$ cat src/hdl/bounded_doubly_linked_list_assert.svh
// assertion macros shared by the list engine modules
// expects clk_i and rst_ni in the scope of every use
`ifndef BOUNDED_DOUBLY_LINKED_LIST_ASSERT_SVH
`define BOUNDED_DOUBLY_LINKED_LIST_ASSERT_SVH

// same-cycle implication
`define BDLL_ASSERT_NOW(lbl, ante, cons, msg) \
  lbl: assert property (@(posedge clk_i) disable iff (!rst_ni) (ante) |-> (cons)) \
    else $error(msg);

// next-cycle implication
`define BDLL_ASSERT_NEXT(lbl, ante, cons, msg) \
  lbl: assert property (@(posedge clk_i) disable iff (!rst_ni) (ante) |=> (cons)) \
    else $error(msg);

`endif

$ cat src/hdl/bdll_pkg.sv
// shared types, codes and defaults of the linked list engine
// no dependencies
`timescale 1ns / 1ps

package bdll_pkg;

  localparam int unsigned DEPTH_DEFAULT       = 256;
  localparam int unsigned VALUE_WIDTH_DEFAULT = 32;

  typedef enum logic [3:0] {
    K_INS_HEAD = 4'd0,
    K_INS_TAIL = 4'd1,
    K_INS_POS  = 4'd2,
    K_DEL_HEAD = 4'd3,
    K_DEL_TAIL = 4'd4,
    K_DEL_POS  = 4'd5,
    K_DEL_VAL  = 4'd6,
    K_REVERSE  = 4'd7,
    K_FIND     = 4'd8,
    K_LENGTH   = 4'd9
  } kind_e;

  typedef enum logic [2:0] {
    ST_OK        = 3'd0,
    ST_EMPTY     = 3'd1,
    ST_BOUNDS    = 3'd2,
    ST_NOT_FOUND = 3'd3,
    ST_FULL      = 3'd4
  } status_e;

  typedef enum logic [1:0] {
    END_EMPTY,
    END_HEAD,
    END_TAIL,
    END_MID
  } ins_end_e;

  typedef enum logic [2:0] {
    S_IDLE,
    S_CHECK,
    S_POP,
    S_READ,
    S_WALK,
    S_LINK
  } state_e;

  typedef struct packed {
    logic [3:0]         kind;
    logic [7:0]         position;
    logic signed [31:0] item_value;
  } req_t;

  typedef struct packed {
    logic [2:0]         status;
    logic signed [31:0] removed_value;
    logic [8:0]         index_or_length;
  } rsp_t;

  // controller to datapath
  typedef struct packed {
    logic     load;
    logic     take;
    ins_end_e ins_end;
    logic     start_head;
    logic     start_tail;
    logic     advance;
    logic     unlink;
    logic     link_a;
    logic     link_b;
    logic     swap;
    logic     swap_ends;
    logic     put_index;
    logic     put_length;
    logic     finish;
    status_e  status;
  } cmd_t;

  // datapath to controller
  typedef struct packed {
    logic [3:0] kind;
    logic       empty;
    logic       multi;
    logic       full;
    logic       pos_above;
    logic       pos_ge;
    logic       pos_zero;
    logic       pos_at_len;
    logic       at_pos;
    logic       last;
    logic       match;
  } stat_t;

endpackage

$ cat src/hdl/bdll_ctrl.sv
// operation sequencer of the linked list engine
// depends on bdll_pkg and the assertion macro header
`timescale 1ns / 1ps
`include "bounded_doubly_linked_list_assert.svh"

module bdll_ctrl (
  input  logic           clk_i,
  input  logic           rst_ni,
  input  logic           start_i,
  input  bdll_pkg::stat_t stat_i,
  output bdll_pkg::cmd_t  cmd_o,
  output logic           busy_o
);

  bdll_pkg::state_e   state_q, state_d;
  bdll_pkg::kind_e    kind;
  bdll_pkg::ins_end_e ins_end;

  assign kind = bdll_pkg::kind_e'(stat_i.kind);

  // where a freshly taken node goes
  always_comb begin
    priority if (stat_i.empty) begin
      ins_end = bdll_pkg::END_EMPTY;
    end else if (kind == bdll_pkg::K_INS_HEAD) begin
      ins_end = bdll_pkg::END_HEAD;
    end else if (kind == bdll_pkg::K_INS_TAIL) begin
      ins_end = bdll_pkg::END_TAIL;
    end else if (stat_i.pos_zero) begin
      ins_end = bdll_pkg::END_HEAD;
    end else if (stat_i.pos_at_len) begin
      ins_end = bdll_pkg::END_TAIL;
    end else begin
      ins_end = bdll_pkg::END_MID;
    end
  end

  always_ff @(posedge clk_i or negedge rst_ni) begin
    if (!rst_ni) begin
      state_q <= bdll_pkg::S_IDLE;
    end else begin
      state_q <= state_d;
    end
  end

  // next state
  always_comb begin
    state_d = state_q;
    unique case (state_q)
      bdll_pkg::S_IDLE: begin
        if (start_i) state_d = bdll_pkg::S_CHECK;
      end
      bdll_pkg::S_CHECK: begin
        unique case (kind)
          bdll_pkg::K_INS_HEAD, bdll_pkg::K_INS_TAIL, bdll_pkg::K_INS_POS: begin
            if ((kind == bdll_pkg::K_INS_POS && stat_i.pos_above) || stat_i.full) begin
              state_d = bdll_pkg::S_IDLE;
            end else begin
              state_d = bdll_pkg::S_POP;
            end
          end
          bdll_pkg::K_DEL_HEAD, bdll_pkg::K_DEL_TAIL, bdll_pkg::K_DEL_POS,
          bdll_pkg::K_DEL_VAL, bdll_pkg::K_FIND: begin
            if (stat_i.empty || (kind == bdll_pkg::K_DEL_POS && stat_i.pos_ge)) begin
              state_d = bdll_pkg::S_IDLE;
            end else begin
              state_d = bdll_pkg::S_READ;
            end
          end
          bdll_pkg::K_REVERSE: begin
            state_d = stat_i.multi ? bdll_pkg::S_READ : bdll_pkg::S_IDLE;
          end
          default: state_d = bdll_pkg::S_IDLE;
        endcase
      end
      bdll_pkg::S_POP: begin
        state_d = (ins_end == bdll_pkg::END_MID) ? bdll_pkg::S_READ : bdll_pkg::S_IDLE;
      end
      bdll_pkg::S_READ: state_d = bdll_pkg::S_WALK;
      bdll_pkg::S_WALK: begin
        unique case (kind)
          bdll_pkg::K_DEL_POS: begin
            state_d = stat_i.at_pos ? bdll_pkg::S_IDLE : bdll_pkg::S_READ;
          end
          bdll_pkg::K_INS_POS: begin
            state_d = stat_i.at_pos ? bdll_pkg::S_LINK : bdll_pkg::S_READ;
          end
          bdll_pkg::K_DEL_VAL, bdll_pkg::K_FIND: begin
            if (stat_i.match || stat_i.last) begin
              state_d = bdll_pkg::S_IDLE;
            end else begin
              state_d = bdll_pkg::S_READ;
            end
          end
          bdll_pkg::K_REVERSE: begin
            state_d = stat_i.last ? bdll_pkg::S_IDLE : bdll_pkg::S_READ;
          end
          default: state_d = bdll_pkg::S_IDLE;
        endcase
      end
      bdll_pkg::S_LINK: state_d = bdll_pkg::S_IDLE;
      default: state_d = bdll_pkg::S_IDLE;
    endcase
  end

  // commands
  always_comb begin
    cmd_o = '0;
    unique case (state_q)
      bdll_pkg::S_IDLE: begin
        cmd_o.load = start_i;
      end
      bdll_pkg::S_CHECK: begin
        unique case (kind)
          bdll_pkg::K_INS_HEAD, bdll_pkg::K_INS_TAIL, bdll_pkg::K_INS_POS: begin
            if (kind == bdll_pkg::K_INS_POS && stat_i.pos_above) begin
              cmd_o.finish = 1'b1;
              cmd_o.status = bdll_pkg::ST_BOUNDS;
            end else if (stat_i.full) begin
              cmd_o.finish = 1'b1;
              cmd_o.status = bdll_pkg::ST_FULL;
            end
          end
          bdll_pkg::K_DEL_HEAD, bdll_pkg::K_DEL_TAIL, bdll_pkg::K_DEL_POS,
          bdll_pkg::K_DEL_VAL: begin
            if (stat_i.empty) begin
              cmd_o.finish = 1'b1;
              cmd_o.status = bdll_pkg::ST_EMPTY;
            end else if (kind == bdll_pkg::K_DEL_POS && stat_i.pos_ge) begin
              cmd_o.finish = 1'b1;
              cmd_o.status = bdll_pkg::ST_BOUNDS;
            end else if (kind == bdll_pkg::K_DEL_TAIL) begin
              cmd_o.start_tail = 1'b1;
            end else begin
              cmd_o.start_head = 1'b1;
            end
          end
          bdll_pkg::K_FIND: begin
            if (stat_i.empty) begin
              cmd_o.finish = 1'b1;
              cmd_o.status = bdll_pkg::ST_NOT_FOUND;
            end else begin
              cmd_o.start_head = 1'b1;
            end
          end
          bdll_pkg::K_REVERSE: begin
            if (stat_i.multi) begin
              cmd_o.start_head = 1'b1;
            end else begin
              cmd_o.finish = 1'b1;
            end
          end
          bdll_pkg::K_LENGTH: begin
            cmd_o.put_length = 1'b1;
            cmd_o.finish     = 1'b1;
          end
          default: cmd_o.finish = 1'b1;
        endcase
      end
      bdll_pkg::S_POP: begin
        cmd_o.take    = 1'b1;
        cmd_o.ins_end = ins_end;
        if (ins_end == bdll_pkg::END_MID) begin
          cmd_o.start_head = 1'b1;
        end else begin
          cmd_o.finish = 1'b1;
        end
      end
      bdll_pkg::S_READ: begin
        cmd_o = '0;
      end
      bdll_pkg::S_WALK: begin
        unique case (kind)
          bdll_pkg::K_DEL_HEAD, bdll_pkg::K_DEL_TAIL: begin
            cmd_o.unlink = 1'b1;
            cmd_o.finish = 1'b1;
          end
          bdll_pkg::K_DEL_POS: begin
            if (stat_i.at_pos) begin
              cmd_o.unlink = 1'b1;
              cmd_o.finish = 1'b1;
            end else begin
              cmd_o.advance = 1'b1;
            end
          end
          bdll_pkg::K_INS_POS: begin
            if (stat_i.at_pos) begin
              cmd_o.link_a = 1'b1;
            end else begin
              cmd_o.advance = 1'b1;
            end
          end
          bdll_pkg::K_DEL_VAL, bdll_pkg::K_FIND: begin
            if (stat_i.match) begin
              cmd_o.unlink    = (kind == bdll_pkg::K_DEL_VAL);
              cmd_o.put_index = (kind == bdll_pkg::K_FIND);
              cmd_o.finish    = 1'b1;
            end else if (stat_i.last) begin
              cmd_o.finish = 1'b1;
              cmd_o.status = bdll_pkg::ST_NOT_FOUND;
            end else begin
              cmd_o.advance = 1'b1;
            end
          end
          bdll_pkg::K_REVERSE: begin
            cmd_o.swap = 1'b1;
            if (stat_i.last) begin
              cmd_o.swap_ends = 1'b1;
              cmd_o.finish    = 1'b1;
            end else begin
              cmd_o.advance = 1'b1;
            end
          end
          default: cmd_o.finish = 1'b1;
        endcase
      end
      bdll_pkg::S_LINK: begin
        cmd_o.link_b = 1'b1;
        cmd_o.finish = 1'b1;
      end
      default: cmd_o = '0;
    endcase
  end

  assign busy_o = (state_q != bdll_pkg::S_IDLE);

  `BDLL_ASSERT_NOW(a_take_not_full, cmd_o.take, !stat_i.full, "node taken from a full list")
  `BDLL_ASSERT_NOW(a_unlink_not_empty, cmd_o.unlink, !stat_i.empty, "unlink on an empty list")
  `BDLL_ASSERT_NEXT(a_load_then_check, cmd_o.load, state_q == bdll_pkg::S_CHECK, "request lost")

endmodule

$ cat config.mk
export PLATFORM = sky130hd
export DESIGN_NAME = bdll_ctrl
export DESIGN_NICKNAME = d
export VERILOG_FILES = /design/src/hdl/bdll_pkg.sv /design/src/hdl/bdll_ctrl.sv
export VERILOG_INCLUDE_DIRS = /design/src /design/src/hdl
export SDC_FILE = /design/constraint.sdc
export NUM_CORES = 1
export LEC_CHECK = 0
export BUFFER_PORTS_ARGS = -buffer_cell sky130_fd_sc_hd__buf_2
export CAP_MARGIN = 40
export CORE_UTILIZATION = 45
export DETAILED_ROUTE_END_ITERATION = 10
export GPL_TIMING_DRIVEN = 0
export PLACE_DENSITY = 0.84
export SLEW_MARGIN = 40
export SYNTH_ARGS = -nofsm -noshare
export SYNTH_HDL_FRONTEND = slang
export SYNTH_SLANG_ARGS = --single-unit
$ cat constraint.sdc
create_clock -name clk_i -period 2.7 [get_ports clk_i]
set_clock_uncertainty 0.05 [all_clocks]
set_input_delay 0.675 -clock clk_i [delete_from_list [all_inputs] [get_ports clk_i]]
set_output_delay 0.675 -clock clk_i [all_outputs]
set_load 0.005 [all_outputs]
==> results of run 1 <==
[repair_timing]
action / in CTS / in global routing
setup endpoints to repair: 4 / 4
pin swaps: 0 / 4
cloned: 0 / 0
setup buffers: 0 / 3
gates resized for setup: 9 / 17
[power by group through the flow]
| stage | Combinational, mW | Clock [mW] | Sequential [mW] |
|---|---|---|---|
| 4_1_cts | 0.245 | 0.0846 | 0.0736 |
| 3_5_place_dp | 0.234 | 0 | 0.0738 |
| 3_3_place_gp | 0.232 | 0 | 0.0736 |
| 6_report | 0.266 | 0.0849 | 0.0754 |
| 5_1_grt | 0.289 | 0.0850 | 0.0768 |
| 2_1_floorplan | 0.154 | 0 | 0.0703 |
[worst max-delay path: stages]
cell       delay [ns]
buf_4            0.13
buf_6            0.13
buf_4            0.14
nand2b_1         0.19
nor2_1           0.14
o21ai_0          0.11
a21oi_1          0.18
o2111ai_1        0.14
buf_2            0.15
[logic make-up (layout without fill, tap and decap cells)]
family | Yosys count | after routing | share of synthesized area (%)
AO/OA/AOI/OAI | 39 | 39 | 34.1
AND/OR/NAND/NOR | 64 | 64 | 45.6
flip-flops | 3 | 3 | 9.46
multiplexers | 1 | 1 | 1.26
buffers and inverters | 15 | 56 | 9.62
[synthesized netlist by cell type, types with 2 or more instances]
| library cell | number | share of area [%] |
|---|---|---|
| nor2b_1 | 2 | 1.6 |
| clkbuf_1 | 4 | 1.9 |
| o2111ai_1 | 2 | 2.2 |
| nor3_1 | 6 | 3.8 |
| a211oi_1 | 2 | 1.9 |
| inv_1 | 5 | 2.4 |
| o21ai_0 | 9 | 5.7 |
| nand2_1 | 11 | 5.2 |
| dfrtp_1 | 3 | 9.5 |
| nor2_1 | 16 | 7.6 |
| nor3b_1 | 2 | 1.9 |
| o21ai_1 | 3 | 1.9 |
| nand3b_1 | 2 | 1.9 |
| and3_1 | 4 | 3.2 |
| nor4_1 | 2 | 1.6 |
| and2_1 | 3 | 2.4 |
| nand3_1 | 3 | 1.9 |
| nand4b_1 | 2 | 2.2 |
| a21oi_1 | 7 | 4.4 |
| buf_4 | 2 | 1.9 |
| nand2b_1 | 5 | 3.9 |
[final timing paths]
path | start | slack, ns | depth (start not counted) | endpoint
setup / recovery | stat_i[11] | -0.01 | 9 | cmd_o[3]
hold / removal | rst_ni | 0.17 | 1 | state_q[0]
setup reg to reg | state_q[2] | 1.14 | 5 | state_q[0]
hold reg to reg | state_q[0] | 0.56 | 1 | state_q[2]
max in group asynchronous | rst_ni | 2.33 | 1 | state_q[2]
min in group clk_i | state_q[0] | 0.56 | 1 | state_q[2]
[metal layers]
metal	routed length [um]	track usage [%]	vias up
li1	-	-	532
met1	1170	36.7	542
met2	1460	44.2	78
met3	247	8.33	15
met4	150	23.6	0
met5	0	0	-
[area by class of cell]
type	count	area (um2)	area share, %
well taps	16	20.0	1.80
clock buffers	4	26.3	2.36
flip-flops and latches	3	75.1	6.76
inverters	6	22.5	2.03
plain buffers	9	77.6	6.98
repair buffers	37	201	18.1
multi-input cells	104	688	61.9
==> summary.md, run 1 <==
| Metric | Value |
|---|---|
| Status | finished, violations left |
| Violated checks | design-rule violations, negative setup slack |
| Upper clock frequency limit | 369 MHz |
| Part of the power in registers | 17.7% |
| Syn Nets | 139 |
| Initial DRC Count | 55 |
| Pleak | 0.539 nW |
| Fill cell count | 125 |
| Relative slew slack | 64.7% |
| Final ANT Viol Nets | 0 |
| Clock power frac | 19.9% |
| CTS tree | done |
| Util after Layout | 70.5% |
| Top flop regs | state_q (3) |
| Num ports | 36 |
| Measured slew at the worst slew-check pin | 0.526 ns |
| Setup slack after placement | -0.162 ns |
| Finished Cell Area | 1110 um2 |
| Total GRT Usage | 30.1% |
| RSZ-0062 raised after global routing | yes |
| Distinct cells, synth | 48 |
| Longest Clk Path Bufs | 2 |
| Layout cell share with drive strength beyond 1 | 38.0% |
| DP HPWL | 1.91 mm |
| Final net count | 181 |
| Largest register by flop count | state_q |
| H-tree levels | 1 |
| Startpoint types | input pin |
| Hold Fails Final Rpt | 0 |
| Area delta synth->final | 40.1% |
| TritonCTS buffer count | 3 |
| Critical Path RT | 1.98 ns |
| Die ar. | 1930 um2 |
| Die H | 44.0 um |
| Largest register FFs | 3 |
| Peak supply drop | 249 uV |
| Die Wd | 44.0 um |
| Vias per inst | 6.52 |
| Max-cap violations | 0 |
| Final WL | 3.02 mm |
| Total number of yosys warnings | 0 |
| Number of antenna violations at the first check in global routing | 0 |
| Asr flop ratio synth | 100% |
| Ys flop type | dfrtp_1 |
| Setup violators final | 1 |
| Crit Path Class | input pin to output port |
| Port Buffers | 34 |
| Via count | 1,167 |
| Root Buffer | clkbuf_4 |
| Clock Latency Late Sink | 0.25 ns |
| Tot Pwr | 0.427 mW |
| Core footprint | 1580 um2 |
| Grt total ovfl | 0 |
| Fin cells | 179 |
| Power per Cell Area | 384 nW/um2 |
| Seq/Total Area, Yosys | 9.46% |
| Period utilization | 100% |
| Antenna Cells | 0 |
| Placed cell area | 983 um2 |
| Min-delay worst type | input pin to async pin |
| Worst Path Arrival | 1.99 ns |
| Switching power | 0.202 mW |
| Endpoint type of the worst setup path | output port |
| Hold_buf cts | 0 |
| Sw frac | 47.4% |
| Vias in the first global route | 950 |
| Mapped Cells | 122 |
| Post-synthesis area per instance | 6.50 um2 |
| Final TNS setup | -0.0119 ns |
| Drt pass-1 iters | 9 |
| Largest net degree at the start of global routing | 11 |
| Most frequent cells in the layout | 32 x buf_2, 14 x nor2_1, 11 x nand2_1 |
| Starting Density | 50.3% |
| Row cnt | 14 |
| First-pass GRT wire length | 4.23 mm |
| Slew Viols, Final | 0 |
| Post-synth EDFFs | 0 |
| Tmin final | 2.71 ns |
| WL per Instance | 16.9 um |
| #FFs+latches synth | 3 |
| Clock Sink Count | 3 |
| Fin worst setup slack | -0.0119 ns |
| Logic pwr share | 62.4% |
| Worst hold slack | 0.165 ns |
| Syn Std Cell Area | 793 um2 |
| Pint | 0.225 mW |
| Clk slew on worst S/H paths | 0.04 ns |
| Commonest non-fill, non-tap cell in the layout | buf_2 |
| # placed instances | 172 |
| DRC viols | 1 |
| Routability cong. | 0.881 |
| Largest fanout on the critical path | 6 |
Power figures use the tool's default switching activity.
==> run 2, diff against run 1 <==
Settings changed: RECOVER_POWER set to 25.
==> summary.md, run 2 (synthesis gave the netlist of run 1 again) <==
| Metric | Value |
|---|---|
| Hold Fails Final Rpt | 0 |
| Total GRT Usage | 30.1% |
| Row cnt | 14 |
| Starting Density | 50.3% |
| Min-delay worst type | input pin to async pin |
| Drt pass-1 iters | 9 |
| Clock power frac | 19.9% |
| H-tree levels | 1 |
| Fin cells | 179 |
| Final ANT Viol Nets | 0 |
| Number of antenna violations at the first check in global routing | 0 |
| Upper clock frequency limit | 369 MHz |
| Sw frac | 47.4% |
| Max-cap violations | 0 |
| Peak supply drop | 249 uV |
| Relative slew slack | 64.7% |
| Worst Reg-to-Reg Cells | 5 |
| Power per Cell Area | 384 nW/um2 |
| Commonest non-fill, non-tap cell in the layout | buf_2 |
| Top flop regs | state_q (3) |
| Area delta synth->final | 39.9% |
| Largest register FFs | 3 |
| Via count | 1,168 |
| Clock Sink Count | 3 |
| Logic pwr share | 62.4% |
| DP HPWL | 1.91 mm |
| Routability cong. | 0.881 |
| Die Wd | 44.0 um |
| First-pass GRT wire length | 4.23 mm |
| Most frequent cells in the layout | 31 x buf_2, 14 x nor2_1, 11 x nand2_1 |
| TritonCTS buffer count | 3 |
| Num ports | 36 |
| Die H | 44.0 um |
| Core footprint | 1580 um2 |
| RSZ-0062 raised after global routing | yes |
| Pleak | 0.536 nW |
| Final net count | 181 |
| Switching power | 0.202 mW |
| Port Buffers | 34 |
| Antenna Cells | 0 |
| WL per Instance | 16.9 um |
| # placed instances | 172 |
| Vias in the first global route | 950 |
| CTS tree | done |
| Final TNS setup | -0.0114 ns |
| Root Buffer | clkbuf_4 |
| Slew Viols, Final | 0 |
| Endpoint type of the worst setup path | output port |
| Clk slew on worst S/H paths | 0.04 ns |
| Largest net degree at the start of global routing | 11 |
| Final WL | 3.02 mm |
| Longest Clk Path Bufs | 2 |
| Critical Path RT | 1.98 ns |
| Crit Path Class | input pin to output port |
| Largest fanout on the critical path | 6 |
| Fin worst setup slack | -0.0114 ns |
| Measured slew at the worst slew-check pin | 0.526 ns |
| Violated checks | design-rule violations, negative setup slack |
| Grt total ovfl | 0 |
| Part of the power in registers | 17.7% |
| Largest register by flop count | state_q |
| Layout cell share with drive strength beyond 1 | 37.4% |
| Startpoint types | input pin |
| Period utilization | 100% |
| Pint | 0.224 mW |
| Status | finished, violations left |
| DRC viols | 1 |
| Clock Latency Late Sink | 0.25 ns |
| Tmin final | 2.71 ns |
| Initial DRC Count | 45 |
| R2R Setup Slk | 1.14 ns |
| Setup violators final | 1 |
| Die ar. | 1930 um2 |
| Worst Path Arrival | 1.99 ns |
| Vias per inst | 6.53 |
[run 2: cell count changes in the layout (fill, tap and decap cells not counted)]
cell / previous run / this run
buf_2: 32 / 31
clkbuf_1: 2 / 3
[run 2: metrics by stage]
stage	total power [mW]	instance area (um2)	hold slack [ns]	util, %	worst slack, ns
5_1_grt	0.451	1110	0.202	70.4	-0.0610
4_1_cts	0.403	1040	0.168	66.3	0.0106
2_1_floorplan	0.224	793	0.329	-	0.292
3_3_place_gp	0.305	983	0.418	62.4	-0.181
3_5_place_dp	0.308	983	0.423	62.4	-0.162
6_report	0.426	1110	0.175	70.4	-0.0114
[run 2: per-layer routing]
layer / track usage, % / part of all wire (%) / vias to the layer above
met2: 44.2 / 48 / 76
li1: - / - / 532
met5: 0 / 0 / -
met3: 8.33 / 8.2 / 15
met4: 23.6 / 5.0 / 0
met1: 36.7 / 39 / 545
[run 2: cell type report]
class | count | area [um2]
tap | 16 | 20.0
sequential | 3 | 75.1
inverter | 6 | 22.5
buffer | 9 | 77.6
multi-input combinational | 104 | 688
clock buffer | 4 | 26.3
timing repair buffer | 37 | 200
fill | 126 | 467
[run 2: what timing repair did]
item,4_1_cts,5_1_grt
pin swaps,0,4
hold endpoints to repair,0,0
hold buffers,0,0
endpoints found under the setup margin,4,4
setup buffers,0,3
gates resized for setup,9,17
[run 2: final timing paths]
path,end,startpoint
setup reg to reg,state_q[0],state_q[2]
hold / removal,state_q[0],rst_ni
setup / recovery,cmd_o[3],stat_i[11]
max in group asynchronous,state_q[2],rst_ni
hold reg to reg,state_q[2],state_q[0]
min in group clk_i,state_q[2],state_q[0]
[run 2: power by group through the flow]
stage	Sequential (mW)	Clock, mW	Combinational (mW)
3_3_place_gp	0.0736	0	0.232
3_5_place_dp	0.0738	0	0.234
5_1_grt	0.0768	0.0850	0.289
6_report	0.0754	0.0849	0.266
2_1_floorplan	0.0703	0	0.154
4_1_cts	0.0736	0.0846	0.245
[run 2: critical path: stages]
cell	delay, ns
buf_4	0.13
buf_6	0.13
buf_4	0.14
nand2b_1	0.19
nor2_1	0.14
o21ai_0	0.11
a21oi_1	0.18
o2111ai_1	0.14
buf_2	0.15
==> run 3, diff against run 2 <==
Settings changed: CORE_UTILIZATION 45 to 46, PLACE_DENSITY 0.84 to 0.86.
==> summary.md, run 3 (synthesis gave the netlist of run 1 again) <==
| Metric | Value |
|---|---|
| Status | finished, violations left |
| Violated checks | design-rule violations |
| Relative slew slack | 70.2% |
| CP most frequent cell | buf_2 |
| Drt pass-1 iters | 7 |
| Grt total ovfl | 0 |
| Measured slew at the worst slew-check pin | 0.444 ns |
| Commonest non-fill, non-tap cell in the layout | buf_2 |
| Final WL | 2.76 mm |
| Port Buffers | 34 |
| Vias in the first global route | 938 |
| Met1 WL | 1.14 mm |
| Die H | 43.5 um |
| H-tree levels | 1 |
| WL per Instance | 15.2 um |
| Final net count | 183 |
| Die ar. | 1890 um2 |
| Clock Sink Count | 3 |
| # placed instances | 172 |
| DRC viols | 4 |
| CP max-delay cell | o41ai_2 |
| Routability cong. | 0.896 |
| CP bufs+invs | 4 |
| Part of the power in registers | 18.1% |
| Clock power frac | 20.1% |
| Clock Latency Late Sink | 0.25 ns |
| Layout cell share with drive strength beyond 1 | 37.6% |
| RSZ-0062 raised after global routing | yes |
| Switching power | 0.201 mW |
| DP HPWL | 1.99 mm |
| Logic pwr share | 61.7% |
| Num ports | 36 |
| Vias per inst | 6.25 |
| Starting Density | 50.9% |
| Max-cap violations | 0 |
| Pleak | 0.547 nW |
| Final TNS setup | 0 ns |
| Family with the most delay on the worst path | compound AO/OA/AOI/OAI gates |
| Worst hold slack | 0.194 ns |
| Via count | 1,132 |
| Slowest cell delay on critical path | 0.34 ns |
| Area delta synth->final | 39.7% |
| Number of antenna violations at the first check in global routing | 0 |
| Period utilization | 99.7% |
| Largest register FFs | 3 |
| Hold Fails Final Rpt | 0 |
| TritonCTS buffer count | 3 |
| Sw frac | 47.2% |
| Fin cells | 181 |
| Upper clock frequency limit | 372 MHz |
| Tmin final | 2.69 ns |
| Largest fanout on the critical path | 10 |
| Startpoint types | input pin |
| Most frequent cells in the layout | 31 x buf_2, 15 x nor2_1, 11 x nand2_1 |
| Die Wd | 43.5 um |
| Fill cell count | 132 |
| Setup violators final | 0 |
| First-pass GRT wire length | 4.25 mm |
| Worst Path Arrival | 1.97 ns |
| Critical Path RT | 1.98 ns |
| Largest net degree at the start of global routing | 11 |
| Row cnt | 14 |
| Power per Cell Area | 384 nW/um2 |
| Longest Clk Path Bufs | 2 |
| Peak supply drop | 243 uV |
| Endpoint type of the worst setup path | output port |
| Crit Path Class | input pin to output port |
| Met2 WL | 1.35 mm |
| Slew Viols, Final | 0 |
| Total GRT Usage | 30.2% |
| Root Buffer | clkbuf_4 |
| Core footprint | 1560 um2 |
| Pint | 0.225 mW |
| Worst-path cell chain | buf_2 -> buf_6 -> clkbuf_8 -> o22a_1 -> o41ai_2 -> o2111ai_1 -> buf_2 |
| Clk slew on worst S/H paths | 0.04 ns |
| Final ANT Viol Nets | 0 |
| Top Metal Used | met4 |
| Largest register by flop count | state_q |
| Initial DRC Count | 55 |
| Top flop regs | state_q (3) |
| Tot Pwr | 0.425 mW |
| Metal3 WL | 232 um |
| Antenna Cells | 0 |
| Min-delay worst type | input pin to async pin |
| CTS tree | done |
## run 3: cell types whose count changed in the layout (fill, tap and decap cells not counted), sizes merged
cell and delta:
clkbuf +1, buf +1
## run 3: final cells by class
cell class / instances / area [um2] / area share (%)
buffer: 9 / 80.1 / 7.22
inverter: 6 / 22.5 / 2.03
timing repair buffer: 39 / 211 / 19.1
tap: 16 / 20.0 / 1.81
multi-input combinational: 104 / 673 / 60.7
sequential: 3 / 75.1 / 6.77
clock buffer: 4 / 26.3 / 2.37
## run 3: worst paths after layout
check / start / end / slack, ns / depth (start not counted)
max in group asynchronous: rst_ni / state_q[2] / 2.21 / 1
worst max register to register: state_q[1] / state_q[0] / 1.10 / 5
worst min-delay path: rst_ni / state_q[0] / 0.19 / 1
worst max-delay path: stat_i[13] / cmd_o[3] / 0.009 / 7
worst min register to register: state_q[0] / state_q[2] / 0.57 / 1
min in group clk_i: state_q[0] / state_q[2] / 0.57 / 1
## run 3: worst reg2reg max path: stages (launching register included)
cell	delay, ns
dfrtp_1	0.45
nor2b_1	0.28
nand2_1	0.21
nor3_1	0.27
a311oi_2	0.09
a31oi_1	0.17
## run 3: repair_timing
item                       in CTS  in global routing
hold buffers                    0                  0
pin swaps                       1                  4
gates resized for setup         9                 10
setup endpoints to repair       3                  4
setup buffers                   0                  5
## run 3: per-stage QoR
stage | util, % | setup WS [ns] | cell area, um2
finish | 71.1 | 0.00928 | 1110
global placement | 63.1 | -0.214 | 983
CTS | 67.2 | 0.00451 | 1050
detailed placement | 63.1 | -0.283 | 983
floorplan | - | 0.292 | 793
global route | 71.1 | -0.0223 | 1110
## run 3: power groups by stage
stage	clock network (mW)	registers [mW]	logic, mW
5_1_grt	0.0857	0.0786	0.288
3_3_place_gp	0	0.0734	0.232
4_1_cts	0.0827	0.0738	0.247
3_5_place_dp	0	0.0743	0.237
2_1_floorplan	0	0.0703	0.154
6_report	0.0856	0.0771	0.263
## run 3: metal layers
metal	vias to the layer above	GRT usage, %
li1	542	-
met1	518	38.7
met2	65	51.2
met3	7	5.42
met4	0	9.38
met5	-	0
